### src/hw/rtl/ntw_pkg.sv
// ----------------------------------------------------------------------------
// ntw_pkg
// shared types and word codes for the number to word token block
// ----------------------------------------------------------------------------
package ntw_pkg;

  localparam int unsigned VALUE_W  = 31;
  localparam int unsigned NUM_DIG  = 10;
  localparam int unsigned BCD_W    = 4 * NUM_DIG;
  localparam int unsigned WORD_W   = 5;
  localparam int unsigned NUM_GRP  = 4;
  localparam int unsigned NUM_PH   = 5;
  localparam int unsigned SLOT_W   = NUM_GRP * NUM_PH;

  // word codes
  localparam logic [WORD_W-1:0] CODE_ZERO      = 5'd0;
  localparam logic [WORD_W-1:0] CODE_TEN       = 5'd10;
  localparam logic [WORD_W-1:0] CODE_TENS_BASE = 5'd18;
  localparam logic [WORD_W-1:0] CODE_HUNDRED   = 5'd28;
  localparam logic [WORD_W-1:0] CODE_THOUSAND  = 5'd29;
  localparam logic [WORD_W-1:0] CODE_MILLION   = 5'd30;
  localparam logic [WORD_W-1:0] CODE_BILLION   = 5'd31;

  // token slots inside one digit group
  localparam int unsigned PH_HUND_DIGIT = 0;
  localparam int unsigned PH_HUNDRED    = 1;
  localparam int unsigned PH_TENS       = 2;
  localparam int unsigned PH_ONES       = 3;
  localparam int unsigned PH_SCALE      = 4;

  typedef logic [BCD_W-1:0] bcd_t;

  typedef struct packed {
    logic valid;
    bcd_t digits;
  } push_t;

  typedef struct packed {
    logic full;
    logic empty;
  } fifo_status_t;

endpackage

### src/hw/rtl/number_to_word_tokens.sv
// ----------------------------------------------------------------------------
// number_to_word_tokens
// spells a 31-bit unsigned value as a stream of english word codes
// ----------------------------------------------------------------------------
// channel  dir  tdata                       tlast
// s_axis   in   [30:0] value, [31] pad      -
// m_axis   out  [4:0] word_code, [7:5] zero  last_word
//
// the front converts one value to decimal two bits per cycle (through the
// shift-and-add-three unit), after a step to take the value and before a step
// that hands it to the queue, and takes no new value until that hand-off; the
// back sends one token per cycle while m_axis is not stalled, 1 to 16 per value
// a value waits in the queue while the back is busy, and the back sends no
// token while it loads a new digit set
// reset is asynchronous and active low; it empties the queue and drops tvalid
// a stall on m_axis only backs up the queue; s_axis stalls once it is full
// ----------------------------------------------------------------------------
module number_to_word_tokens #(
  parameter int unsigned FifoDepth = 2
) (
  input  logic       clk_i,
  input  logic       rst_ni,
  input  logic       s_axis_tvalid,
  output logic       s_axis_tready,
  input  logic [31:0] s_axis_tdata,  // [30:0] value, [31] pad
  output logic       m_axis_tvalid,
  input  logic       m_axis_tready,
  output logic [7:0] m_axis_tdata,   // [4:0] word_code, [7:5] pad
  output logic       m_axis_tlast    // last_word
);
  import ntw_pkg::*;

  push_t             push;
  fifo_status_t      fifo_status;
  bcd_t              head;
  logic              pop;
  logic [WORD_W-1:0] word_code;

  // front: transfer in and binary to decimal conversion
  ntw_front u_front (
    .clk_i         (clk_i),
    .rst_ni        (rst_ni),
    .in_valid_i    (s_axis_tvalid),
    .in_ready_o    (s_axis_tready),
    .in_value_i    (s_axis_tdata[VALUE_W-1:0]),
    .fifo_status_i (fifo_status),
    .push_o        (push)
  );

  // digit sets waiting for the token sequencer
  ntw_fifo #(
    .Depth (FifoDepth)
  ) u_fifo (
    .clk_i    (clk_i),
    .rst_ni   (rst_ni),
    .push_i   (push),
    .pop_i    (pop),
    .head_o   (head),
    .status_o (fifo_status)
  );

  // back: token sequencer with output register
  ntw_back u_back (
    .clk_i         (clk_i),
    .rst_ni        (rst_ni),
    .head_i        (head),
    .fifo_status_i (fifo_status),
    .pop_o         (pop),
    .out_valid_o   (m_axis_tvalid),
    .out_ready_i   (m_axis_tready),
    .out_code_o    (word_code),
    .out_last_o    (m_axis_tlast)
  );

  assign m_axis_tdata = {3'b000, word_code};

endmodule

### src/hw/rtl/ntw_front.sv
// ----------------------------------------------------------------------------
// ntw_front
// accepts a value and converts it to ten decimal digits, two bits per cycle
// ----------------------------------------------------------------------------
module ntw_front (
  input  logic                          clk_i,
  input  logic                          rst_ni,
  input  logic                          in_valid_i,
  output logic                          in_ready_o,
  input  logic [ntw_pkg::VALUE_W-1:0]   in_value_i,
  input  ntw_pkg::fifo_status_t         fifo_status_i,
  output ntw_pkg::push_t                push_o
);
  import ntw_pkg::*;

  localparam int unsigned SH_W  = 32;
  localparam int unsigned CNT_W = 4;

  typedef enum logic [1:0] {
    ST_IDLE,
    ST_CONV,
    ST_PUSH
  } state_e;

  state_e            state_q;
  logic [SH_W-1:0]   sh_q;
  bcd_t              bcd_q;
  logic [CNT_W-1:0]  cnt_q;
  bcd_t              bcd_mid;
  bcd_t              bcd_d;
  logic [SH_W-1:0]   sh_d;

  // add three to every digit of five or more, then shift in one bit
  function automatic bcd_t dabble_step(bcd_t b, logic bit_in);
    bcd_t adj;
    adj = b;
    for (int k = 0; k < NUM_DIG; k++) begin
      if (b[4*k +: 4] >= 4'd5) begin
        adj[4*k +: 4] = b[4*k +: 4] + 4'd3;
      end
    end
    return {adj[BCD_W-2:0], bit_in};
  endfunction

  always_comb begin
    bcd_mid = dabble_step(bcd_q, sh_q[SH_W-1]);
    bcd_d   = dabble_step(bcd_mid, sh_q[SH_W-2]);
    sh_d    = {sh_q[SH_W-3:0], 2'b00};
  end

  assign in_ready_o    = (state_q == ST_IDLE);
  assign push_o.valid  = (state_q == ST_PUSH) && !fifo_status_i.full;
  assign push_o.digits = bcd_q;

  always_ff @(posedge clk_i or negedge rst_ni) begin
    if (!rst_ni) begin
      state_q <= ST_IDLE;
      cnt_q   <= '0;
    end else begin
      unique case (state_q)
        ST_IDLE: begin
          if (in_valid_i) begin
            sh_q    <= {1'b0, in_value_i};
            bcd_q   <= '0;
            cnt_q   <= '1;
            state_q <= ST_CONV;
          end
        end
        ST_CONV: begin
          sh_q  <= sh_d;
          bcd_q <= bcd_d;
          cnt_q <= cnt_q - 1'b1;
          if (cnt_q == '0) begin
            state_q <= ST_PUSH;
          end
        end
        ST_PUSH: begin
          if (!fifo_status_i.full) begin
            state_q <= ST_IDLE;
          end
        end
        default: state_q <= ST_IDLE;
      endcase
    end
  end

endmodule

### src/hw/rtl/ntw_fifo.sv
// ----------------------------------------------------------------------------
// ntw_fifo
// short queue of converted digit sets between front and back
// ----------------------------------------------------------------------------
module ntw_fifo #(
  parameter int unsigned Depth = 2
) (
  input  logic                  clk_i,
  input  logic                  rst_ni,
  input  ntw_pkg::push_t        push_i,
  input  logic                  pop_i,
  output ntw_pkg::bcd_t         head_o,
  output ntw_pkg::fifo_status_t status_o
);
  import ntw_pkg::*;

  localparam int unsigned PTR_W = (Depth > 1) ? $clog2(Depth) : 1;
  localparam int unsigned CNT_W = $clog2(Depth + 1);

  bcd_t             mem_q [Depth];
  logic [PTR_W-1:0] wr_ptr_q;
  logic [PTR_W-1:0] rd_ptr_q;
  logic [CNT_W-1:0] count_q;
  logic             do_push;
  logic             do_pop;

  function automatic logic [PTR_W-1:0] ptr_next(logic [PTR_W-1:0] p);
    return (p == PTR_W'(Depth - 1)) ? '0 : p + 1'b1;
  endfunction

  assign status_o.full  = (count_q == CNT_W'(Depth));
  assign status_o.empty = (count_q == '0);
  assign do_push        = push_i.valid && !status_o.full;
  assign do_pop         = pop_i && !status_o.empty;
  assign head_o         = mem_q[rd_ptr_q];

  always_ff @(posedge clk_i) begin
    if (do_push) begin
      mem_q[wr_ptr_q] <= push_i.digits;
    end
  end

  always_ff @(posedge clk_i or negedge rst_ni) begin
    if (!rst_ni) begin
      wr_ptr_q <= '0;
      rd_ptr_q <= '0;
      count_q  <= '0;
    end else begin
      if (do_push) begin
        wr_ptr_q <= ptr_next(wr_ptr_q);
      end
      if (do_pop) begin
        rd_ptr_q <= ptr_next(rd_ptr_q);
      end
      case ({do_push, do_pop})
        2'b10:   count_q <= count_q + 1'b1;
        2'b01:   count_q <= count_q - 1'b1;
        default: count_q <= count_q;
      endcase
    end
  end

endmodule

### src/hw/rtl/ntw_back.sv
// ----------------------------------------------------------------------------
// ntw_back
// walks the digit groups and sends one word token per cycle unless the output stalls
// ----------------------------------------------------------------------------
module ntw_back (
  input  logic                          clk_i,
  input  logic                          rst_ni,
  input  ntw_pkg::bcd_t                 head_i,
  input  ntw_pkg::fifo_status_t         fifo_status_i,
  output logic                          pop_o,
  output logic                          out_valid_o,
  input  logic                          out_ready_i,
  output logic [ntw_pkg::WORD_W-1:0]    out_code_o,
  output logic                          out_last_o
);
  import ntw_pkg::*;

  logic                busy_q;
  bcd_t                digits_q;
  logic [SLOT_W-1:0]   mask_q;
  logic                out_valid_q;
  logic [WORD_W-1:0]   out_code_q;
  logic                out_last_q;

  logic [SLOT_W-1:0]   mask_rest;
  logic                sel_last;
  logic [1:0]          sel_grp;
  logic [2:0]          sel_ph;
  logic [3:0]          g_h;
  logic [3:0]          g_t;
  logic [3:0]          g_o;
  logic [WORD_W-1:0]   sel_code;
  logic                out_free;
  logic                emit;

  // hundreds, tens and ones digit of group g (billions group first)
  function automatic logic [11:0] group_digits(bcd_t b, logic [1:0] g);
    logic [11:0] r;
    case (g)
      2'd0:    r = {8'h00, b[39:36]};
      2'd1:    r = b[35:24];
      2'd2:    r = b[23:12];
      default: r = b[11:0];
    endcase
    return r;
  endfunction

  function automatic logic [SLOT_W-1:0] build_mask(bcd_t b);
    logic [SLOT_W-1:0] m;
    logic [11:0]       d;
    m = '0;
    for (int g = 0; g < NUM_GRP; g++) begin
      d = group_digits(b, 2'(g));
      m[g*NUM_PH + PH_HUND_DIGIT] = (d[11:8] != 4'd0);
      m[g*NUM_PH + PH_HUNDRED]    = (d[11:8] != 4'd0);
      m[g*NUM_PH + PH_TENS]       = (d[7:4] != 4'd0);
      m[g*NUM_PH + PH_ONES]       = (d[7:4] != 4'd1) && (d[3:0] != 4'd0);
      m[g*NUM_PH + PH_SCALE]      = (g != NUM_GRP - 1) && (d != 12'h000);
    end
    return m;
  endfunction

  // lowest pending slot
  always_comb begin
    sel_grp = '0;
    sel_ph  = '0;
    for (int g = NUM_GRP - 1; g >= 0; g--) begin
      for (int p = NUM_PH - 1; p >= 0; p--) begin
        if (mask_q[g*NUM_PH + p]) begin
          sel_grp = 2'(g);
          sel_ph  = 3'(p);
        end
      end
    end
  end

  assign mask_rest = mask_q & (mask_q - 1'b1);
  assign sel_last  = (mask_rest == '0);
  assign {g_h, g_t, g_o} = group_digits(digits_q, sel_grp);

  always_comb begin
    sel_code = CODE_ZERO;
    if (mask_q != '0) begin
      case (sel_ph)
        3'(PH_HUND_DIGIT): sel_code = {1'b0, g_h};
        3'(PH_HUNDRED):    sel_code = CODE_HUNDRED;
        3'(PH_TENS): begin
          if (g_t == 4'd1) begin
            sel_code = CODE_TEN + {1'b0, g_o};
          end else begin
            sel_code = CODE_TENS_BASE + {1'b0, g_t};
          end
        end
        3'(PH_ONES):       sel_code = {1'b0, g_o};
        default: begin
          case (sel_grp)
            2'd0:    sel_code = CODE_BILLION;
            2'd1:    sel_code = CODE_MILLION;
            default: sel_code = CODE_THOUSAND;
          endcase
        end
      endcase
    end
  end

  assign out_free    = !out_valid_q || out_ready_i;
  assign emit        = busy_q && out_free;
  assign pop_o       = !busy_q && !fifo_status_i.empty;
  assign out_valid_o = out_valid_q;
  assign out_code_o  = out_code_q;
  assign out_last_o  = out_last_q;

  always_ff @(posedge clk_i) begin
    if (pop_o) begin
      digits_q <= head_i;
    end
    if (emit) begin
      out_code_q <= sel_code;
      out_last_q <= sel_last;
    end
  end

  always_ff @(posedge clk_i or negedge rst_ni) begin
    if (!rst_ni) begin
      busy_q      <= 1'b0;
      mask_q      <= '0;
      out_valid_q <= 1'b0;
    end else begin
      if (pop_o) begin
        busy_q <= 1'b1;
        mask_q <= build_mask(head_i);
      end else if (emit) begin
        mask_q <= mask_rest;
        if (sel_last) begin
          busy_q <= 1'b0;
        end
      end
      if (emit) begin
        out_valid_q <= 1'b1;
      end else if (out_ready_i) begin
        out_valid_q <= 1'b0;
      end
    end
  end

endmodule

### config.mk
export PLATFORM = sky130hd
export DESIGN_NAME = number_to_word_tokens
export DESIGN_NICKNAME = d
export VERILOG_FILES = /design/src/hw/rtl/ntw_pkg.sv /design/src/hw/rtl/number_to_word_tokens.sv /design/src/hw/rtl/ntw_front.sv /design/src/hw/rtl/ntw_fifo.sv /design/src/hw/rtl/ntw_back.sv
export SDC_FILE = /design/constraint.sdc
export NUM_CORES = 1
export LEC_CHECK = 0
export BUFFER_PORTS_ARGS = -buffer_cell sky130_fd_sc_hd__buf_2
export CORE_AREA = 2 2 148 150
export CTS_CLUSTER_SIZE = 20
export DETAILED_ROUTE_END_ITERATION = 8
export DIE_AREA = 0 0 150 152
export MAX_ROUTING_LAYER = met4
export PLACE_DENSITY = 0.66
export SYNTH_ARGS = -nofsm -noshare
export SYNTH_HDL_FRONTEND = slang
export SYNTH_SLANG_ARGS = --single-unit
### constraint.sdc
create_clock -name clk_i -period 3.8 [get_ports clk_i]
set_input_delay 0.19 -clock clk_i [delete_from_list [all_inputs] [get_ports clk_i]]
set_output_delay 0.19 -clock clk_i [all_outputs]
set_load 0.005 [all_outputs]
Word-level counts from Yosys, hierarchy flattened
Memories as Yosys holds them, arrays and structs flattened.
Index checks and enable logic that the tools add are counted.
- add/subtract/negate cells: 28
- multipliers: 0
- divide/modulo/power cells: 0
- magnitude comparators: 20
- equal/unequal tests: 18
- shift-type cells: 0
- muxes and demuxes: 90
- bitwise logic cells: 1
- reductions and logical operators: 45
- operators by type and width (cell ; count):
    >= comparator 4 x 3 -> 1 bit (second input constant) ; 20
    one-hot mux 40 bit (2 select lines) ; 1
    2-to-1 mux 4 bit ; 19
    adder 4 x 2 -> 4 bit (second input constant) ; 18
    2-to-1 mux 3 bit ; 22
    one-hot mux 32 bit (2 select lines) ; 1
    2-to-1 mux 12 bit ; 4
    nonzero test 4 bit ; 12
    2-to-1 mux 2 bit ; 23
    2-to-1 mux 20 bit ; 2
    2-to-1 mux 40 bit ; 1
    one-hot mux 12 bit (3 select lines) ; 1
    nonzero test 12 bit ; 3
    2-to-1 mux 32 bit ; 1
    bitwise AND 20 bit ; 1
    logical NOT 20 bit ; 1
    one-hot mux 5 bit (4 select lines) ; 1
    nonzero test 20 bit ; 1
    subtractor 20 x 1 -> 20 bit (second input constant) ; 1
    inequality test 4 x 1 -> 1 bit (second input constant) ; 4
    nonzero test 2 bit ; 5
    logical AND 1 bit ; 9
    2-to-1 mux 1 bit ; 9
    equality test 2 bit (second input constant) ; 4
    other kinds (24) ; 38
- flip-flop bits (word level): 150
- bits in latches: 0
- bits in writable memories: 80
- ROM bits: 0
- bits of input ports: 36
- output and inout port bits: 11
- word-level logic and storage cells: 216
- memories kept: 1
- memories (memory ; depth ; width ; rd ports ; clocked after memory_dff ; wr ports ; RTL line ; source):
    u_fifo.mem_q ; 2 ; 40 ; 1 ; 0 ; 1 ; ntw_fifo.sv:20 ; bcd_t mem_q [Depth];

Logic depth before layout (Yosys ltp)
Gate-level depths: netlist (run 1).
- depth in word-level cells: 25
- mapped depth: 12

By module
From an unflattened synthesis (run 1), not the netlist that was laid out.
- cells, all modules: 949
- area, all modules: 11607.4 sq um
- by module, submodules not included (module ; instances ; cells each ; area each (sq um) ; sequential area each (sq um)):
    ntw_front ; 1 ; 493 ; 4923.5 ; 2312.2
    ntw_back ; 1 ; 309 ; 3370.7 ; 1856.8
    ntw_fifo ; 1 ; 143 ; 3286.9 ; 2502.4
    number_to_word_tokens ; 1 ; 4 ; 26.3 ; 0.0

Least setup slack after synthesis (run 1)
OpenSTA, ideal clock, no wires.
- kind: register -> register
- start: register u_back.mask_q[12]
- end: register u_back.out_code_q[4], in the netlist u_back.out_code_o[4] (data pin)
- library setup time: 261 ps
- data arrival time: 2984 ps
- data required time: 3539 ps
- path slack: 555 ps
- stages on the path, launching flop included: 10
- path buffers: 1
- clock period less this slack: 3245 ps
- cell sequence: dfrtp_1 -> or4_4 -> or4_4 -> o21ai_4 -> o21ai_2 -> o2bb2ai_1 -> or4b_1 -> buf_2 -> a211o_1 -> a311o_1
- cells in the longest elaborated chain, start to end: 18
- elaborated cells on any way between the ends: 40
- ends and longest elaborated chain (item ; RTL line ; source):
    start, declared ; ntw_back.sv:20 ; logic [SLOT_W-1:0] mask_q;
    start signal, assigned ; ntw_back.sv:131 ; mask_q <= build_mask(head_i);
    start signal, assigned ; ntw_back.sv:133 ; mask_q <= mask_rest;
    2-to-1 mux 2 bit (13 in series) ; ntw_back.sv:69 ; if (mask_q[g*NUM_PH + p]) begin
    equality test 2 bit (tied with other cells) ; ntw_back.sv:39 ; case (g)
    one-hot mux 12 bit (3 select lines) ; ntw_back.sv:39 ;
    adder 5 x 4 -> 5 bit (tied with other cells) ; ntw_back.sv:91 ; sel_code = CODE_TENS_BASE + {1'b0, g_t};
    2-to-1 mux 5 bit ; ntw_back.sv:88 ; if (g_t == 4'd1) begin
    one-hot mux 5 bit (4 select lines) ; ntw_back.sv:84 ; case (sel_ph)
    end signal, assigned ; ntw_back.sv:118 ; out_code_q <= sel_code;
    end, declared ; ntw_back.sv:22 ; logic [WORD_W-1:0] out_code_q;
Several ways; a longest one is shown, not always the timed one.
A chain may end at the register's enable or synchronous reset.

Worst setup path in the final report (run 1)
Ends and elaborated chain as after synthesis.

==> results.py, run 1 <==
metrics = {
    "floorplan": {
        "initial_core_util_pct": 52.66,
        "chipWidth_um": 150,
        "die_area_um2": 22800,
        "core_um2": 21350,
        "fp.dieH_um": 152,
        "std_cell_rows": 54,
        "design.portCount": 47,
    },
    "cts": {
        "clk_pin_slew_ns": 0.07,
        "post_cts.repair.setup_buffers": 0,
        "clock-root-buffer": "clkbuf_16",
        "cts_tree": "built",
        "cts_sinks": 227,
        "cts_htree_levels": 1,
        "cts_made_buffers": 24,
        "cts_buffer_depth": 3,
        "worstSkewPairLatency_ns": 0.52,
    },
    "placement": {
        "placedCellCount": 1262,
        "numPortBuffers": 42,
        "dp_hpwl_mm": 14.76,
        "place.gp.congestion": 0.9089,
        "post-place-ws_ns": 0.3977,
    },
    "synth": {
        "synth.largest_area_cell": "edfxtp_1",
        "ys_types": 65,
        "synthesis.area_um2": 11240,
        "synth_edf_count": 198,
        "synth.yosys.seq_area_share_pct": 59.34,
        "netlist_top_cells_area": "edfxtp_1 (53%), dfrtp_1 (6.5%), ha_1 (4.9%), nand2_1 (4.7%), mux2_2 (4.3%)",
        "yosys_register_bits": 227,
        "list_of_most_frequent_post_synthesis_cells": "edfxtp_1 (198), nand2_1 (141), a21oi_1 (62), nor2_1 (62), inv_1 (56)",
        "yosys_warnings": 0,
        "post_synth.cell_area_avg_um2": 11.69,
        "yosysMostFrequentCell": "edfxtp_1",
        "dominantRegCellSynth": "edfxtp_1",
        "yosys.area.top_type_share_pct": 52.88,
        "post_synth_inst_count": 962,
        "async_reset_ff_share_pct": 12.78,
    },
    "status": {
        "status": "completed",
    },
    "power": {
        "power_leakage_nw": 4.978,
        "total_power_mw": 12.51,
        "power_per_cell_area_nw_per_um2": 967.6,
        "power.ir.vdd_worst_mv": 0.4934,
    },
    "routing": {
        "detailedRoute.firstPassIterationCount": 5,
        "first_iter_violations": 527,
        "routed_wire_length_per_instance_um": 16.29,
        "route.detailed.vias_per_inst": 5.476,
        "num_vias": 7332,
        "routed_wirelength_mm": 21.82,
        "route.detailed.drc": 0,
        "detail-route-antenna-nets": 0,
    },
    "final_layout": {
        "fraction_of_final_layout_cells_with_drive_strength_greater_than_1_pct": 14.83,
        "antenna-diode-count": 0,
        "n_fill_cell": 1736,
        "layout.nets": 1121,
        "multi_input_combinational_cell_area_um2": 4237,
        "flow.area_growth_from_synthesis_pct": 15.00,
        "ff_latch_area_um2": 6671,
        "finalNonFillerCells": 1339,
    },
    "sta": {
        "final.period_utilization_pct": 90.38,
        "slew_headroom_pct": 34.47,
        "setup_viol_count_final": 0,
        "skew_ns": 0.01797,
        "fmax_mhz": 291.2,
        "layout_setup_ws_ns": 0.3657,
        "final-max-slew-violation-count": 0,
        "period_minus_slack_ns": 3.434,
        "grt_setup_unrepaired": "no",
        "final-hold-violation-count": 0,
        "setup-tns-final_ns": 0,
        "tightest_slew_ns": 0.9829,
    },
    "setup_path": {
        "crit_type": "flip-flop to flip-flop",
        "critical_path.endpoint_type": "flip-flop",
        "timing.critical_path.required_ns": 4.06,
        "critical_path_arrival_ns": 3.69,
        "critical_path.max_fanout": 8,
        "critical_path.startpoint_type": "flip-flop",
    },
    "global_routing": {
        "grt_start_max_net_pins": 73,
        "grt_first_pass_wirelength_mm": 35.97,
        "globalRoute.totalOverflow": 0,
        "groute.usage.overall_pct": 20.17,
        "first_global_vias": 7156,
        "antenna_violations_before_repair": 0,
    },
    "hold_path": {
        "hold_path.class": "input port to flip-flop",
    },
    "flow_run": {
        "maxCapViolCount": 0,
    },
}
## critical path, stage by stage (launching register included)
cell and delay [ns]:
dfrtp_1 0.46, or4_4 0.61, or4_4 0.45, o21ai_4 0.25, mux2_2 0.37, o221ai_1 0.26, inv_1 0.13, a211o_1 0.31
a311o_1 0.34
## layer usage
layer	vias up	wire [µm]	share of wire, %	GRT usage (%)
li1	3638	-	-	-
met1	3521	10020	46	27.20
met2	134	10260	47	31.75
met3	39	1040	4.8	3.604
met4	0	502	2.3	5.436
met5	-	0	0	-
## metrics by stage
stage / hold slack, ns / util, % / area (µm²)
final: 0.1183 / 60.56 / 12930
after global routing: 0.1250 / 60.56 / 12930
after CTS: 0.1079 / 60.56 / 12930
after detailed placement: 0.3435 / 55.22 / 11790
after global placement: 0.3408 / 55.22 / 11790
after floorplan: -0.1056 / - / 11250
## power by group
group	total [mW]	switching [mW]	internal (mW)
registers	4.65	0.652	4.00
clock network	2.40	0.961	1.44
logic	5.46	3.13	2.33
## placed cells by master (no fill, tap or decap), types with 21 or more instances in the layout
cell type / n
nand2b_1: 23
nor2_1: 60
buf_2: 42
nand2_1: 141
edfxtp_1: 198
o21ai_0: 29
clkbuf_16: 24
a21oi_1: 62
dlygate4sd3_1: 33
inv_1: 56
dfrtp_1: 29
mux2_2: 43
mux2i_1: 21
ha_1: 44
xnor2_1: 26
## path summary, 6_finish.rpt
path	slack, ns	startpoint	endpoint	depth (start not counted)
worst max-delay path	0.37	u_back.mask_q[12]	u_back.out_code_o[4]	8
worst min-delay path	0.12	s_axis_tvalid	u_front.state_q[0]	4
worst max register to register	0.37	u_back.mask_q[12]	u_back.out_code_o[4]	8
worst min register to register	0.49	u_fifo.count_q[1]	u_fifo.count_q[1]	1
max in group asynchronous	3.20	rst_ni	u_fifo.rd_ptr_q	3
min in group asynchronous	0.32	rst_ni	u_back.mask_q[5]	3
## what timing repair did
| item | in CTS | in global routing |
|---|---|---|
| hold buffers | 33 | 0 |
| hold endpoints to repair | 62 | 0 |
| gates resized for setup | 0 | 0 |
## cells by family after synthesis
logic type               after synthesis  share of synthesized area, %
AND/OR/NAND/NOR                      334                         14.40
other                                  1                       0.03335
XOR/XNOR                              27                         2.103
AO/OA/AOI/OAI                        171                         9.715
flip-flops                           227                         59.34
buffers and inverters                 93                         3.249
multiplexers                          64                         6.176
adder cells (fa/ha/maj)               45                         4.986
## final cells by class
cell class / count / share of cell area, %
multi-input cells: 644 / 32.77
repair buffers: 88 / 5.032
clock buffers: 30 / 4.819
well taps: 280 / 2.710
flip-flops and latches: 227 / 51.60
clock inverters: 14 / 1.452
inverters: 56 / 1.626
## flip-flops by register name, summed over array words and instances, names as in the netlist
name / cells
u_fifo.mem_q: 80
u_back.digits_q: 40
u_front.bcd_q: 40
u_front.sh_q: 32
u_back.mask_q: 17
u_back.out_code_o: 5
u_front.cnt_q: 4
u_fifo.count_q: 2
u_front.state_q: 2
u_back.busy_q: 1
u_back.out_last_o: 1
u_back.out_valid_o: 1
u_fifo.rd_ptr_q: 1
u_fifo.wr_ptr_q: 1
(Power assumes the default switching activity.)
==> run 2: changes to the inputs <==
--- a/config.mk
+++ b/config.mk
@@ -5,11 +5,12 @@
 export SDC_FILE = /design/constraint.sdc
 export NUM_CORES = 1
 export LEC_CHECK = 0
+export ABC_AREA = 1
 export BUFFER_PORTS_ARGS = -buffer_cell sky130_fd_sc_hd__buf_2
-export CORE_AREA = 2 2 148 150
+export CORE_AREA = 2 2 149 151
 export CTS_CLUSTER_SIZE = 20
 export DETAILED_ROUTE_END_ITERATION = 8
-export DIE_AREA = 0 0 150 152
+export DIE_AREA = 0 0 151 153
 export MAX_ROUTING_LAYER = met4
 export PLACE_DENSITY = 0.66
 export SYNTH_ARGS = -nofsm -noshare
==> results.py, run 2 <==
metrics = {
    "cts": {
        "clk_pin_slew_ns": 0.06,
        "clock-root-buffer": "clkbuf_16",
        "cts_buffer_depth": 3,
        "holdBufCountCts": 34,
        "cts_tree": "built",
        "worstSkewPairLatency_ns": 0.52,
        "cts_sinks": 227,
        "post_cts.repair.setup_buffers": 0,
        "cts_htree_levels": 1,
        "cts_made_buffers": 25,
        "post_cts_resized": 0,
    },
    "sta": {
        "tightest_slew_ns": 1.056,
        "setup-tns-final_ns": 0,
        "finalHoldWorstSlack_ns": 0.2348,
        "slew_headroom_pct": 28.68,
        "layout_setup_ws_ns": 1.258,
        "skew_ns": 0.01034,
        "grt_setup_unrepaired": "no",
        "period_minus_slack_ns": 2.542,
        "final-max-slew-violation-count": 0,
        "final.period_utilization_pct": 66.91,
        "setup_viol_count_final": 0,
        "fmax_mhz": 393.3,
        "final-hold-violation-count": 0,
    },
    "setup_path": {
        "crit_type": "flip-flop to flip-flop",
        "critical_path.endpoint_type": "flip-flop",
        "reg2reg_depth": 12,
        "setup.worst_path.start": "u_front.bcd_q[12]",
        "critical_path_arrival_ns": 2.82,
        "timing.critical_path.required_ns": 4.07,
        "critical_path.startpoint_type": "flip-flop",
        "crit-reg2reg-launch": "u_front.bcd_q[12]",
        "critical_path.max_fanout": 6,
    },
    "synth": {
        "synth.mux.area_fraction_pct": 0.6995,
        "synth.yosys.seq_area_share_pct": 58.28,
        "synth.largest_area_cell": "edfxtp_1",
        "largest_family_of_logic_cells_by_synthesized_area": "simple AND/OR/NAND/NOR gates",
        "synth_edf_count": 198,
        "yosys_register_bits": 227,
        "synth_fa_ha_area_share_pct": 4.809,
        "synthesis.area_um2": 11450,
        "post_synth_inst_count": 1164,
        "yosys_warnings": 0,
        "synthXorXnorAreaFrac_pct": 1.836,
        "list_of_most_frequent_post_synthesis_cells": "nand2_1 (295), edfxtp_1 (198), inv_1 (163)",
        "netlist_top_cells_area": "edfxtp_1 (52%), nand2_1 (9.7%), dfrtp_1 (6.3%), inv_1 (5.3%), ha_1 (4.8%)",
        "dominantRegCellSynth": "edfxtp_1",
        "yosysMostFrequentCell": "nand2_1",
        "post_synth.cell_area_avg_um2": 9.834,
        "yosys.area.top_type_share_pct": 51.94,
        "ys_types": 45,
        "async_reset_ff_share_pct": 12.78,
        "simple_gate_share_of_the_synthesized_area_pct": 17.13,
        "compound_cell_area_share_of_the_yosys_netlist_pct": 10.50,
    },
    "final_layout": {
        "layout.nets": 1331,
        "largest_register_ff_count": 80,
        "mostFrequentLayoutCell": "nand2_1",
        "fraction_of_final_layout_cells_with_drive_strength_greater_than_1_pct": 11.26,
        "largest_registers": "u_fifo.mem_q (80), u_back.digits_q (40), u_front.bcd_q (40)",
        "largest_register": "u_fifo.mem_q",
        "flow.area_growth_from_synthesis_pct": 15.42,
        "finalNonFillerCells": 1550,
        "antenna-diode-count": 0,
        "layout.cells.most_common_list": "nand2_1 (295), edfxtp_1 (198), inv_1 (163)",
    },
    "placement": {
        "place.gp.congestion": 0.8315,
        "numPortBuffers": 42,
        "post-place-ws_ns": 1.295,
        "placedCellCount": 1470,
        "dp_hpwl_mm": 14.54,
    },
    "global_routing": {
        "antenna_violations_before_repair": 0,
        "groute.usage.overall_pct": 19.86,
        "first_global_vias": 7574,
        "grt_first_pass_wirelength_mm": 36.25,
        "globalRoute.totalOverflow": 0,
        "grt_start_max_net_pins": 73,
    },
    "floorplan": {
        "fp.dieH_um": 153,
        "std_cell_rows": 54,
        "initial_core_util_pct": 53.28,
        "core_um2": 21490,
        "die_area_um2": 23100,
        "design.portCount": 47,
        "chipWidth_um": 151,
    },
    "routing": {
        "route.detailed.drc": 0,
        "num_vias": 8019,
        "routed_wirelength_mm": 21.48,
        "detailedRoute.firstPassIterationCount": 7,
        "route.detailed.vias_per_inst": 5.174,
        "detail-route-antenna-nets": 0,
        "routed_wire_length_per_instance_um": 13.86,
        "first_iter_violations": 413,
    },
    "status": {
        "status": "completed",
    },
    "flow_run": {
        "maxCapViolCount": 0,
    },
    "hold_path": {
        "hold_path.class": "input port to asynchronous set/reset pin",
    },
}
[run 2: final timing paths]
| check | end | slack (ns) |
|---|---|---|
| worst max register to register | u_front.bcd_q[14] | 1.26 |
| worst max-delay path | u_front.bcd_q[14] | 1.26 |
| max in group asynchronous | u_back.mask_q[19] | 3.13 |
| worst min register to register | u_fifo.mem_q[0][39] | 0.48 |
| worst min-delay path | u_back.mask_q[6] | 0.23 |
| min in group clk_i | u_front.state_q[0] | 0.45 |
[run 2: routing by layer]
| metal | part of all wire (%) | up-vias | track usage, % |
|---|---|---|---|
| li1 | - | 4094 | - |
| met1 | 46 | 3732 | 26.64 |
| met2 | 47 | 147 | 31.88 |
| met3 | 3.7 | 46 | 2.866 |
| met4 | 2.6 | 0 | 5.385 |
| met5 | 0 | - | - |
[run 2: through the flow]
stage | util, % | instance area (µm²)
finish | 61.50 | 13210
global route | 61.50 | 13210
CTS | 61.50 | 13210
detailed placement | 55.93 | 12020
global placement | 55.93 | 12020
floorplan | - | 11460
[run 2: worst max-delay path, cell delays in order, from the launching register on]
cell,delay (ns)
edfxtp_1,0.48
inv_1,0.10
ha_1,0.18
inv_1,0.04
o21ai_0,0.22
nand2_1,0.15
xor2_1,0.26
inv_1,0.10
ha_1,0.20
o21ai_0,0.15
nand2_1,0.14
o21ai_0,0.20
a21oi_1,0.07
[run 2: cell families (layout without fill, tap and decap cells)]
| group | Yosys count | in the layout |
|---|---|---|
| and+or+nand+nor | 453 | 453 |
| DFF | 227 | 227 |
| AOI/OAI and AO/OA | 210 | 210 |
| buffers and inverters | 197 | 301 |
| adders and majority gates | 44 | 44 |
| xor gates and xnor gates | 24 | 24 |
| muxes | 8 | 8 |
| other | 1 | 3 |
[run 2: cell type report]
| cell class | count | area, µm² |
|---|---|---|
| multi-input combinational | 742 | 4056 |
| inverter | 172 | 650.6 |
| sequential | 227 | 6671 |
| fill | 1744 | 8273 |
| clock buffer | 28 | 636.9 |
| tap | 280 | 350.3 |
| clock inverter | 18 | 219.0 |
| timing repair buffer | 83 | 628.1 |
Power of run 2 is left out: the tool's default activity adds up to more than one toggle a clock period on the data nets, which glitch-free logic cannot reach.
